**src/design/gbfp_pkg.sv**
```systemverilog
`timescale 1ns / 1ps
`default_nettype none
// ----------------------------------------------------------------------------
// gbfp_pkg
// Types, constants and codes shared by the binary frame parser modules.
// ----------------------------------------------------------------------------
package gbfp_pkg;

	localparam int unsigned HEADER_BYTES_DEF = 24;
	localparam int unsigned HDR_CNT_W        = 5;
	localparam int unsigned LEN_W            = 16;
	localparam int unsigned ID_W             = 16;
	localparam int unsigned CRC_W            = 32;

	localparam logic [7:0] SYNC_A = 8'hAA;
	localparam logic [7:0] SYNC_B = 8'h44;
	localparam logic [7:0] SYNC_C = 8'hB5;

	localparam logic [CRC_W-1:0] CRC_POLY = 32'hEDB88320;

	localparam logic [HDR_CNT_W-1:0] CNT_SYNC1  = 5'd1;
	localparam logic [HDR_CNT_W-1:0] CNT_SYNC2  = 5'd2;
	localparam logic [HDR_CNT_W-1:0] CNT_SYNC3  = 5'd3;
	localparam logic [HDR_CNT_W-1:0] OFS_ID_LO  = 5'd4;
	localparam logic [HDR_CNT_W-1:0] OFS_ID_HI  = 5'd5;
	localparam logic [HDR_CNT_W-1:0] OFS_LEN_LO = 5'd6;
	localparam logic [HDR_CNT_W-1:0] OFS_LEN_HI = 5'd7;

	localparam logic [LEN_W-1:0] CRC_BYTES = 16'd4;

	typedef enum logic [2:0] {
		PH_HUNT   = 3'd0,
		PH_SYNC2  = 3'd1,
		PH_SYNC3  = 3'd2,
		PH_HEADER = 3'd3,
		PH_DATA   = 3'd4,
		PH_CRC    = 3'd5
	} phase_t;

	typedef enum logic [1:0] {
		ST_IDLE = 2'd0,
		ST_IN   = 2'd1,
		ST_GOOD = 2'd2,
		ST_BAD  = 2'd3
	} status_t;

	typedef struct packed {
		status_t           status;
		logic [ID_W-1:0]   message_id;
		logic [LEN_W-1:0]  payload_length;
	} gbfp_result_t;

endpackage : gbfp_pkg
`default_nettype wire

```
**src/design/gbfp_crc_byte.sv**
```systemverilog
`timescale 1ns / 1ps
`default_nettype none
// ----------------------------------------------------------------------------
// gbfp_crc_byte
// Advances a reflected CRC-32 by one byte, eight bit steps in combinational logic.
// ----------------------------------------------------------------------------
module gbfp_crc_byte (
	input  wire logic [gbfp_pkg::CRC_W-1:0] crc_in,
	input  wire logic [7:0]                 data,
	output logic      [gbfp_pkg::CRC_W-1:0] crc_out
);
	import gbfp_pkg::*;

	always_comb begin
		logic [CRC_W-1:0] c;
		c = crc_in ^ {{(CRC_W-8){1'b0}}, data};
		for (int i = 0; i < 8; i++) begin
			if (c[0]) begin
				c = (c >> 1) ^ CRC_POLY;
			end else begin
				c = c >> 1;
			end
		end
		crc_out = c;
	end

endmodule : gbfp_crc_byte
`default_nettype wire

```
**src/design/gbfp_frame_core.sv**
```systemverilog
`timescale 1ns / 1ps
`default_nettype none
// ----------------------------------------------------------------------------
// gbfp_frame_core
// Frame state, header capture and CRC accumulation, one byte per step.
// ----------------------------------------------------------------------------
module gbfp_frame_core #(
	parameter int unsigned HEADER_BYTES = gbfp_pkg::HEADER_BYTES_DEF
) (
	input  wire logic                   clk,
	input  wire logic                   arst_n,
	input  wire logic                   step,
	input  wire logic [7:0]             rx_byte,
	output gbfp_pkg::gbfp_result_t      result
);
	import gbfp_pkg::*;

	phase_t                phase_q, phase_d;
	logic [CRC_W-1:0]      crc_q, crc_d, crc_seed, crc_new;
	logic [HDR_CNT_W-1:0]  cnt_q, cnt_d, cnt_inc;
	logic [LEN_W-1:0]      left_q, left_d, left_dec;
	logic [ID_W-1:0]       id_q, id_d;
	logic [LEN_W-1:0]      len_q, len_d;
	logic                  hunt_sel;
	status_t               status;

	always_comb begin
		case (phase_q)
			PH_SYNC2:  hunt_sel = (rx_byte != SYNC_B);
			PH_SYNC3:  hunt_sel = (rx_byte != SYNC_C);
			PH_HEADER: hunt_sel = 1'b0;
			PH_DATA:   hunt_sel = 1'b0;
			PH_CRC:    hunt_sel = 1'b0;
			default:   hunt_sel = 1'b1;
		endcase
	end

	assign crc_seed = hunt_sel ? '0 : crc_q;
	assign cnt_inc  = cnt_q + 1'b1;
	assign left_dec = left_q - 1'b1;

	gbfp_crc_byte u_crc (
		.crc_in  (crc_seed),
		.data    (rx_byte),
		.crc_out (crc_new)
	);

	always_comb begin
		phase_d = phase_q;
		crc_d   = crc_q;
		cnt_d   = cnt_q;
		left_d  = left_q;
		id_d    = id_q;
		len_d   = len_q;
		status  = ST_IN;
		if (hunt_sel) begin
			if (rx_byte != SYNC_A) begin
				phase_d = PH_HUNT;
				status  = ST_IDLE;
			end else begin
				crc_d   = crc_new;
				cnt_d   = CNT_SYNC1;
				left_d  = '0;
				id_d    = '0;
				len_d   = '0;
				phase_d = PH_SYNC2;
			end
		end else begin
			crc_d = crc_new;
			case (phase_q)
				PH_SYNC2: begin
					cnt_d   = CNT_SYNC2;
					phase_d = PH_SYNC3;
				end
				PH_SYNC3: begin
					cnt_d   = CNT_SYNC3;
					phase_d = PH_HEADER;
				end
				PH_HEADER: begin
					case (cnt_q)
						OFS_ID_LO:  id_d  = {id_q[ID_W-1:8], rx_byte};
						OFS_ID_HI:  id_d  = {rx_byte, id_q[7:0]};
						OFS_LEN_LO: len_d = {len_q[LEN_W-1:8], rx_byte};
						OFS_LEN_HI: len_d = {rx_byte, len_q[7:0]};
						default: ;
					endcase
					cnt_d = cnt_inc;
					if (cnt_inc >= HDR_CNT_W'(HEADER_BYTES)) begin
						if (len_d == '0) begin
							left_d  = CRC_BYTES;
							phase_d = PH_CRC;
						end else begin
							left_d  = len_d;
							phase_d = PH_DATA;
						end
					end
				end
				PH_DATA: begin
					if (left_dec == '0) begin
						left_d  = CRC_BYTES;
						phase_d = PH_CRC;
					end else begin
						left_d = left_dec;
					end
				end
				PH_CRC: begin
					left_d = left_dec;
					if (left_dec == '0) begin
						status  = (crc_new == '0) ? ST_GOOD : ST_BAD;
						phase_d = PH_HUNT;
					end
				end
				default: ;
			endcase
		end
	end

	always_ff @(posedge clk or negedge arst_n) begin
		if (!arst_n) begin
			phase_q <= PH_HUNT;
			crc_q   <= '0;
			cnt_q   <= '0;
			left_q  <= '0;
			id_q    <= '0;
			len_q   <= '0;
		end else if (step) begin
			phase_q <= phase_d;
			crc_q   <= crc_d;
			cnt_q   <= cnt_d;
			left_q  <= left_d;
			id_q    <= id_d;
			len_q   <= len_d;
		end
	end

	assign result.status         = status;
	assign result.message_id     = id_d;
	assign result.payload_length = len_d;

endmodule : gbfp_frame_core
`default_nettype wire

```
**src/design/gnss_binary_frame_parser_unit.sv**
```systemverilog
// An accepted word waits in the input register and steps the frame core into the output
// register, one word per cycle while out_ready does not stall the output. The input and
// output registers are parted so a new word is taken while a finished result still waits.
// Reset is asynchronous and active low; it returns the parser to hunting for the first
// sync byte with the CRC, counters and captures cleared.
`timescale 1ns / 1ps
`default_nettype none
// ----------------------------------------------------------------------------
// gnss_binary_frame_parser_unit
// Byte stream deframer for sync-led binary frames with a CRC-32 check.
// ----------------------------------------------------------------------------
module gnss_binary_frame_parser_unit #(
	parameter int unsigned HEADER_BYTES = gbfp_pkg::HEADER_BYTES_DEF
) (
	input  wire logic                       clk,
	input  wire logic                       arst_n,
	input  wire logic                       in_valid,
	output logic                            in_ready,
	input  wire logic [7:0]                 rx_byte,
	output logic                            out_valid,
	input  wire logic                       out_ready,
	output logic [7:0]                      echo_byte,
	output logic [1:0]                      frame_status,
	output logic [gbfp_pkg::ID_W-1:0]       message_id,
	output logic [gbfp_pkg::LEN_W-1:0]      payload_length
);
	import gbfp_pkg::*;

	logic          valid_s1;
	logic [7:0]    byte_s1;
	logic          advance;
	logic          out_valid_q;
	logic [7:0]    echo_q;
	gbfp_result_t  core_res;
	gbfp_result_t  res_q;

	assign advance  = valid_s1 && (!out_valid_q || out_ready);
	assign in_ready = !valid_s1 || advance;

	always_ff @(posedge clk or negedge arst_n) begin
		if (!arst_n) begin
			valid_s1 <= 1'b0;
		end else if (in_ready) begin
			valid_s1 <= in_valid;
		end
	end

	always_ff @(posedge clk) begin
		if (in_ready && in_valid) begin
			byte_s1 <= rx_byte;
		end
	end

	gbfp_frame_core #(
		.HEADER_BYTES (HEADER_BYTES)
	) u_core (
		.clk     (clk),
		.arst_n  (arst_n),
		.step    (advance),
		.rx_byte (byte_s1),
		.result  (core_res)
	);

	always_ff @(posedge clk or negedge arst_n) begin
		if (!arst_n) begin
			out_valid_q <= 1'b0;
		end else if (advance) begin
			out_valid_q <= 1'b1;
		end else if (out_ready) begin
			out_valid_q <= 1'b0;
		end
	end

	always_ff @(posedge clk) begin
		if (advance) begin
			echo_q <= byte_s1;
			res_q  <= core_res;
		end
	end

	assign out_valid      = out_valid_q;
	assign echo_byte      = echo_q;
	assign frame_status   = res_q.status;
	assign message_id     = res_q.message_id;
	assign payload_length = res_q.payload_length;

endmodule : gnss_binary_frame_parser_unit
`default_nettype wire

```
**config.mk**
```make
export PLATFORM = sky130hd
export DESIGN_NAME = gnss_binary_frame_parser_unit
export DESIGN_NICKNAME = d
export VERILOG_FILES = /design/src/design/gbfp_pkg.sv /design/src/design/gbfp_crc_byte.sv /design/src/design/gbfp_frame_core.sv /design/src/design/gnss_binary_frame_parser_unit.sv
export SDC_FILE = /design/constraint.sdc
export NUM_CORES = 1
export LEC_CHECK = 0
export ABC_AREA = 1
export BUFFER_PORTS_ARGS = -buffer_cell sky130_fd_sc_hd__buf_2
export CELL_PAD_IN_SITES_DETAIL_PLACEMENT = 0
export CELL_PAD_IN_SITES_GLOBAL_PLACEMENT = 1
export CORE_MARGIN = 3
export CORE_UTILIZATION = 40
export CTS_BUF_LIST = sky130_fd_sc_hd__clkbuf_8 sky130_fd_sc_hd__clkbuf_16
export CTS_CLUSTER_SIZE = 12
export DETAILED_ROUTE_END_ITERATION = 12
export MAX_ROUTING_LAYER = met4
export PLACE_DENSITY = 0.82
export SETUP_SLACK_MARGIN = 0.3
export SLEW_MARGIN = 20
export SYNTH_ARGS = -nofsm -noshare
export SYNTH_HDL_FRONTEND = slang
export SYNTH_HIERARCHICAL = 1
export SYNTH_SLANG_ARGS = --single-unit
```
**constraint.sdc**
```tcl
create_clock -name clk -period 8.3 [get_ports clk]
set_input_delay 0.415 -clock clk [delete_from_list [all_inputs] [get_ports clk]]
set_output_delay 0.415 -clock clk [all_outputs]
set_load 0.02 [all_outputs]
```
==> qor.yml, run 1 <==
status: "finished, final reports clean"
place_ws_ns: 3.65
synth_ff_type: "dfrtp_1"
grt_overflow: 0
reg2reg_setup_slack_ns: 3.63
htree_levels: 4
insertedDiodeCount: 0
wl_per_cell_um: 15.3
worst-r2r-cell-count: 22
dieArea_mm2: 0.0234
path_depth: 22
crit_path_max_incr_delay_ns: 0.67
drtIter0Drc: 542
hold_ws_ns: 0.166
yosys_warnings: 6
start_kind: "flop"
drc: 0
crit_family: "simple AND/OR/NAND/NOR gates"
post-synth-top-area-cell: "dfrtp_1"
grt_setup_unrepaired: "no"
crit_top_cell: "inv_1"
ant_nets: 0
layout.nets: 1228
worst-path-buf-inv: 7
setup_violations: 0
crit_chain: "inv_1 > ha_1 > buf_4 > o21ai_1 > nand2_2 > inv_2 > nor2_1 > inv_1 > nand2_1 > nand2_2 > nand2_2 > nand2_4 > inv_2 > or2_1 > nand3_1 > nand2_1 > inv_1 > nand4_1 > nor4_1 > nand3_1 > o21ai_1 > inv_1"
ys_ff_latch: 140
hp-class: "input pin to flop"
cap_violations: 0
fillers: 2141
fin_crit_ns: 4.67
syn_to_final_growth_pct: 12.8
initial_core_util_pct: 40.9
drive_gt1_share_pct: 13.8
clk_path_buf_depth: 2
gr-usage-all-layers_pct: 20.4
synth_edf_count: 50
rows: 53
critical_path_class: "flop to flop"
crit_arrival_ns: 4.85
finalHoldViolCount: 0
async_flop_share_pct: 64.3
synth.area.top_cells: "dfrtp_1 26%, edfxtp_1 17%, nand2_1 16%"
timing.rr.end: "frame_status[0]"
cts_root_buf: "clkbuf_16"
startpoint: "u_core/phase_q[1]"
die_x_um: 153
worstMarginPinSlew_ns: 1.01
cp-end-kind: "flop"
max_freq_mhz: 214
synth_cells: 1158
tns_ns: 0
worst_ep_required_time_ns: 8.48
layout_common_cells: "365 x nand2_1, 158 x inv_1, 117 x nor2_1, 90 x dfrtp_1, 60 x o21ai_0"
via_per_inst: 4.95
grt_pass1_vias: 7183
regToRegStartpoint: "u_core/phase_q[1]"
core_mm2: 0.0211
clk_pin_slew_ns: 0.07
num_io_pins: 56
grt_antenna_before_repair: 0
clk-insertion-delay-late_ns: 0.42
finClkSkew_ns: 0.0105
seq_area_frac_synth_pct: 43.5
cts_made_buffers: 17
synth_nets: 1179
slew_violations: 0
endpoint: "frame_status[0]"
cpMaxStageDelayCell: "inv_2"
irDropWorstVdd_mv: 0.150
grt_pass1_wl_um: 37500
synth_top_area_share_pct: 26.1
port_buffers: 55
fin_crit_sh_pct: 56.3
crit_fanout: 38
fp.dieH_um: 153
fin_total_pwr_mw: 1.73
p_leak_nw: 4.54
post_cts_buffers: 0
setup_slack_ns: 3.63
multi_input_area_mm2: 0.00410
layout_commonest_cell: "nand2_1"
grt_max_degree: 76
powerDensity_mw_per_mm2: 178
via_count: 7403
globalplace.congestion: 0.950
maxSlewHeadroom_pct: 32.3
dr.pass1.iters: 6
hpwl_um: 16600
ff_latch_area_mm2: 0.00375
cts_tree: "yes"
syn_area_mm2: 0.00863
totalWireLength_um: 22900
yosysUniqueCellTypes: 44
post_synth.cell_area_avg_um2: 7.45
clock_sinks: 140
min-delay-start: "rx_byte[7]"
==> cell type report <==
type	instances	share of cell area, %
flip-flops and latches	140	38.6
multi-input cells	817	42.2
clock inverters	15	1.47
well taps	275	3.54
repair buffers	61	3.34
inverters	170	6.56
clock buffers	17	4.37
==> power breakdown <==
group	switching [mW]	internal, mW
combinational	0.147	0.0629
sequential	0.0221	0.756
clock	0.341	0.398
total	0.510	1.22
==> per-layer routing <==
| metal | GRT usage, % | part of all wire, % |
|---|---|---|
| met1 | 26.6 | 46 |
| met2 | 33.8 | 49 |
| met3 | 3.31 | 3.6 |
| met4 | 4.50 | 1.3 |
| met5 | - | 0 |
==> sequential cells by signal, indices dropped and copies added (netlist names), 8 cells and up <==
name,count
u_core/len_q,16
byte_s1,8
echo_byte,8
u_core/left_q,16
message_id,16
u_core/crc_q,32
payload_length,16
u_core/id_q,16
==> what timing repair did <==
action / CTS / global route
hold buffers: 1 / 0
resized for setup: 0 / 0
endpoints found under the hold margin: 2 / 0
==> Yosys cell counts (7+ instances only) <==
| library cell | instances |
|---|---|
| xor2_1 | 44 |
| nand2_2 | 22 |
| clkbuf_1 | 17 |
| nand3_1 | 41 |
| o21ai_2 | 14 |
| ha_1 | 9 |
| dfrtp_1 | 90 |
| inv_2 | 11 |
| o22ai_1 | 25 |
| a21oi_1 | 7 |
| nand4_1 | 12 |
| nand2_4 | 7 |
| buf_2 | 9 |
| nand2_1 | 365 |
| edfxtp_1 | 50 |
| inv_1 | 158 |
| xnor2_1 | 8 |
| nor2_1 | 118 |
| o21ai_0 | 60 |
| o21ai_1 | 35 |
==> metrics by stage <==
stage,utilization [%],instances,area (um^2)
floorplan,-,1158,8630
global placement,43.4,1462,9150
detailed placement,43.4,1462,9150
CTS,46.1,1495,9730
global route,46.1,1495,9730
finish,46.1,1495,9730
==> kinds of logic after synthesis <==
logic type / share of synthesized area (%)
fa+ha+maj: 1.31
xor+xnor: 5.60
compound gates: 10.7
flops: 43.5
simple gates: 29.8
buf+inv: 9.09
==> worst min-delay path by stage <==
stage	depth (start not counted)	slack, ns	end
global placement	1	0.45	u_core/left_q[2]
detailed placement	1	0.45	u_core/left_q[2]
floorplan	0	0.12	out_valid
CTS	1	0.15	byte_s1[1]
finish	1	0.17	byte_s1[7]
global route	1	0.15	byte_s1[0]
Note: power is estimated with default switching activity, not from simulation.
==> run 2, diff against run 1 <==
PLACE_DENSITY = 0.85   (was 0.82)
clock period = 4.04 ns   (was 8.3 ns; I/O delays follow)
==> run 2 against run 1 <==
Net effect:
- sequential cell count did not move
- critical endpoint unchanged
- highest routed layer unchanged
- setup slack got worse by 3.1 ns
- clock skew rose by 0.0031 ns
- cell count rose by 1.5%
- wire length rose by 3.5%
- critical path depth fell by 3
==> qor.yml, run 2 (same netlist as run 1, synthesis figures left out) <==
globalplace.congestion: 0.938  # -1.2%
num_io_pins: 56  # unchanged
gr-usage-all-layers_pct: 21.2  # +0.81 points
crit_fanout: 13  # -66%
crit_path_max_incr_delay_ns: 0.47  # -0.20 ns
cap_violations: 0  # unchanged
grt_setup_unrepaired: "no"
status: "finished, final reports clean"
top_register: "u_core/crc_q"
crit_arrival_ns: 3.70  # -1.15 ns
fillers: 2115  # -1.2%
fin_crit_ns: 3.52  # -1.15 ns
drtIter0Drc: 508  # -6.3%
critical_path_class: "flop to flop"
wl_per_cell_um: 15.7  # +2.0%
crit_top_cell: "inv_1"
place_ws_ns: 0.178  # -3.47 ns
grt_max_degree: 74  # -2.6%
fin_crit_sh_pct: 87.2  # +31 points
worstMarginPinSlew_ns: 0.947  # -0.0651 ns
ant_nets: 0  # unchanged
maxSlewHeadroom_pct: 36.9  # +4.6 points
clock_sinks: 140  # unchanged
layout.nets: 1250  # +1.8%
via_per_inst: 4.96  # about the same
worst-path-buf-inv: 6  # -1
fp.dieH_um: 153  # unchanged
setup_slack_ns: 0.518  # -3.11 ns
rows: 53  # unchanged
htree_levels: 4  # unchanged
drc: 0  # unchanged
port_buffers: 55  # unchanged
totalWireLength_um: 23700  # +3.5%
finClkSkew_ns: 0.0136  # +0.00305 ns
dr.pass1.iters: 5  # -1
max_freq_mhz: 284  # +33%
worst_ep_required_time_ns: 4.22  # -4.26 ns
setup_violations: 0  # unchanged
p_sw_mw: 1.05  # +100%
grt_overflow: 0  # unchanged
pwr-share-seq_pct: 43.8  # -1.2 points
comb_power_share_pct: 12.7  # +0.5 points
syn_to_final_growth_pct: 15.6
dieArea_mm2: 0.0234  # unchanged
layout_common_cells: "365 x nand2_1, 157 x inv_1, 111 x nor2_1, 90 x dfrtp_1, 60 x o21ai_0"
clk-insertion-delay-late_ns: 0.43  # about the same
grt_pass1_vias: 7337  # +2.1%
cts_root_buf: "clkbuf_16"
layout_commonest_cell: "nand2_1"
hold_ws_ns: 0.0388  # -0.127 ns
grt_pass1_wl_um: 38700  # +3.3%
start_kind: "flop"
p_int_mw: 2.58  # +110%
crit_family: "simple AND/OR/NAND/NOR gates"
fin_total_pwr_mw: 3.63  # +110%
finalHoldViolCount: 0  # unchanged
clk_path_buf_depth: 2  # unchanged
hpwl_um: 17000  # +2.8%
swShare_pct: 28.8  # -0.72 points
fin_util_pct: 47.3  # +1.1 points
cpMaxStageDelayCell: "dfrtp_1"
cts_tree: "yes"
irDropWorstVdd_mv: 0.257  # +72%
die_x_um: 153  # unchanged
initial_core_util_pct: 40.9  # unchanged
slew_violations: 0  # unchanged
insertedDiodeCount: 0  # unchanged
grt_antenna_before_repair: 0  # unchanged
crit_chain: "inv_1 > ha_1 > o21ai_1 > nand2_2 > inv_4 > nor2_1 > inv_1 > nand2_1 > nand2_2 > inv_1 > nand2_1 > nand2_1 > xor2_1 > inv_1 > nand4_1 > nor4_2 > nand3_1 > o21ai_1 > inv_1"
largest_register_ffs: 32  # unchanged
core_mm2: 0.0211  # unchanged
cp-end-kind: "flop"
p_leak_nw: 4.66  # +2.5%
hp-class: "input pin to flop"
cts_made_buffers: 17  # unchanged
clk_pin_slew_ns: 0.07  # about the same
clockPowerShare_pct: 43.5  # +0.7 points
powerDensity_mw_per_mm2: 364  # +100%
via_count: 7519  # +1.6%
drive_gt1_share_pct: 15.3  # +1.5 points
tns_ns: 0  # unchanged
run 2: cell count changes in the layout (fill, tap and decap cells not counted), moves of 2 or more:
cell / delta
clkinvlp_4: -2
nor2_1: -6
inv_8: -2
clkinv_4: +2
nor4_1: -2
buf_4: +13
dlygate4sd3_1: +9
nor4_2: +2
nor2_2: +5
run 2: repair_timing:
item | in CTS | in global routing
endpoints found under the setup margin | 1 | 1
gates resized for setup | 3 | 9
hold buffers | 10 | 0
hold endpoints to repair | 76 | 0
setup buffers | 0 | 3
run 2: routing by layer:
metal,vias to the layer above,share of wire (%),global-route usage (%)
li1,3803,-,-
met1,3560,46,27.6
met2,137,49,34.9
met3,19,3.5,3.26
met4,0,1.4,5.47
met5,-,0,-
run 2: worst reg2reg max path, delay by kind of cell (launching register included):
family          cells  cell delay [ns]
xor+xnor            1             0.17
simple gates        9             1.38
flops               1             0.47
fa+ha+maj           1             0.22
buf+inv             6             0.64
compound gates      2             0.38
run 2: power groups by stage:
stage	clock network (mW)	registers, mW	logic [mW]
after floorplan	0	1.65	0.264
after global placement	0	1.62	0.444
after detailed placement	0	1.62	0.446
after CTS	1.61	1.59	0.458
after global routing	1.68	1.60	0.510
final	1.58	1.59	0.460
run 2: worst paths after layout:
kind                                         from               end  slack, ns  cells after the start
worst max-delay path            u_core/phase_q[1]   frame_status[0]       0.52                     19
worst min-delay path                    out_ready         out_valid       0.04                      4
worst max register to register  u_core/phase_q[1]   frame_status[0]       0.52                     19
worst min register to register    u_core/id_q[10]   u_core/id_q[10]       0.49                      2
max in group asynchronous                  arst_n   u_core/crc_q[0]       2.70                      3
min in group asynchronous                  arst_n  u_core/left_q[2]       0.47                      2
run 2: final cells by class:
class / count / area [um^2] / area share, %
Clock buffer: 18 / 439 / 4.40
Timing Repair Buffer: 83 / 513 / 5.14
Inverter: 170 / 641 / 6.42
Sequential cell: 140 / 3750 / 37.6
Multi-Input combinational cell: 817 / 4140 / 41.5
Tap cell: 275 / 344 / 3.45
Clock inverter: 14 / 145 / 1.46
run 2: metrics by stage:
stage                     std cells  instance area [um^2]
after floorplan                1158                  8630
after global placement         1472                  9230
after detailed placement       1472                  9230
after CTS                      1514                  9930
after global routing           1517                  9970
final                          1517                  9970
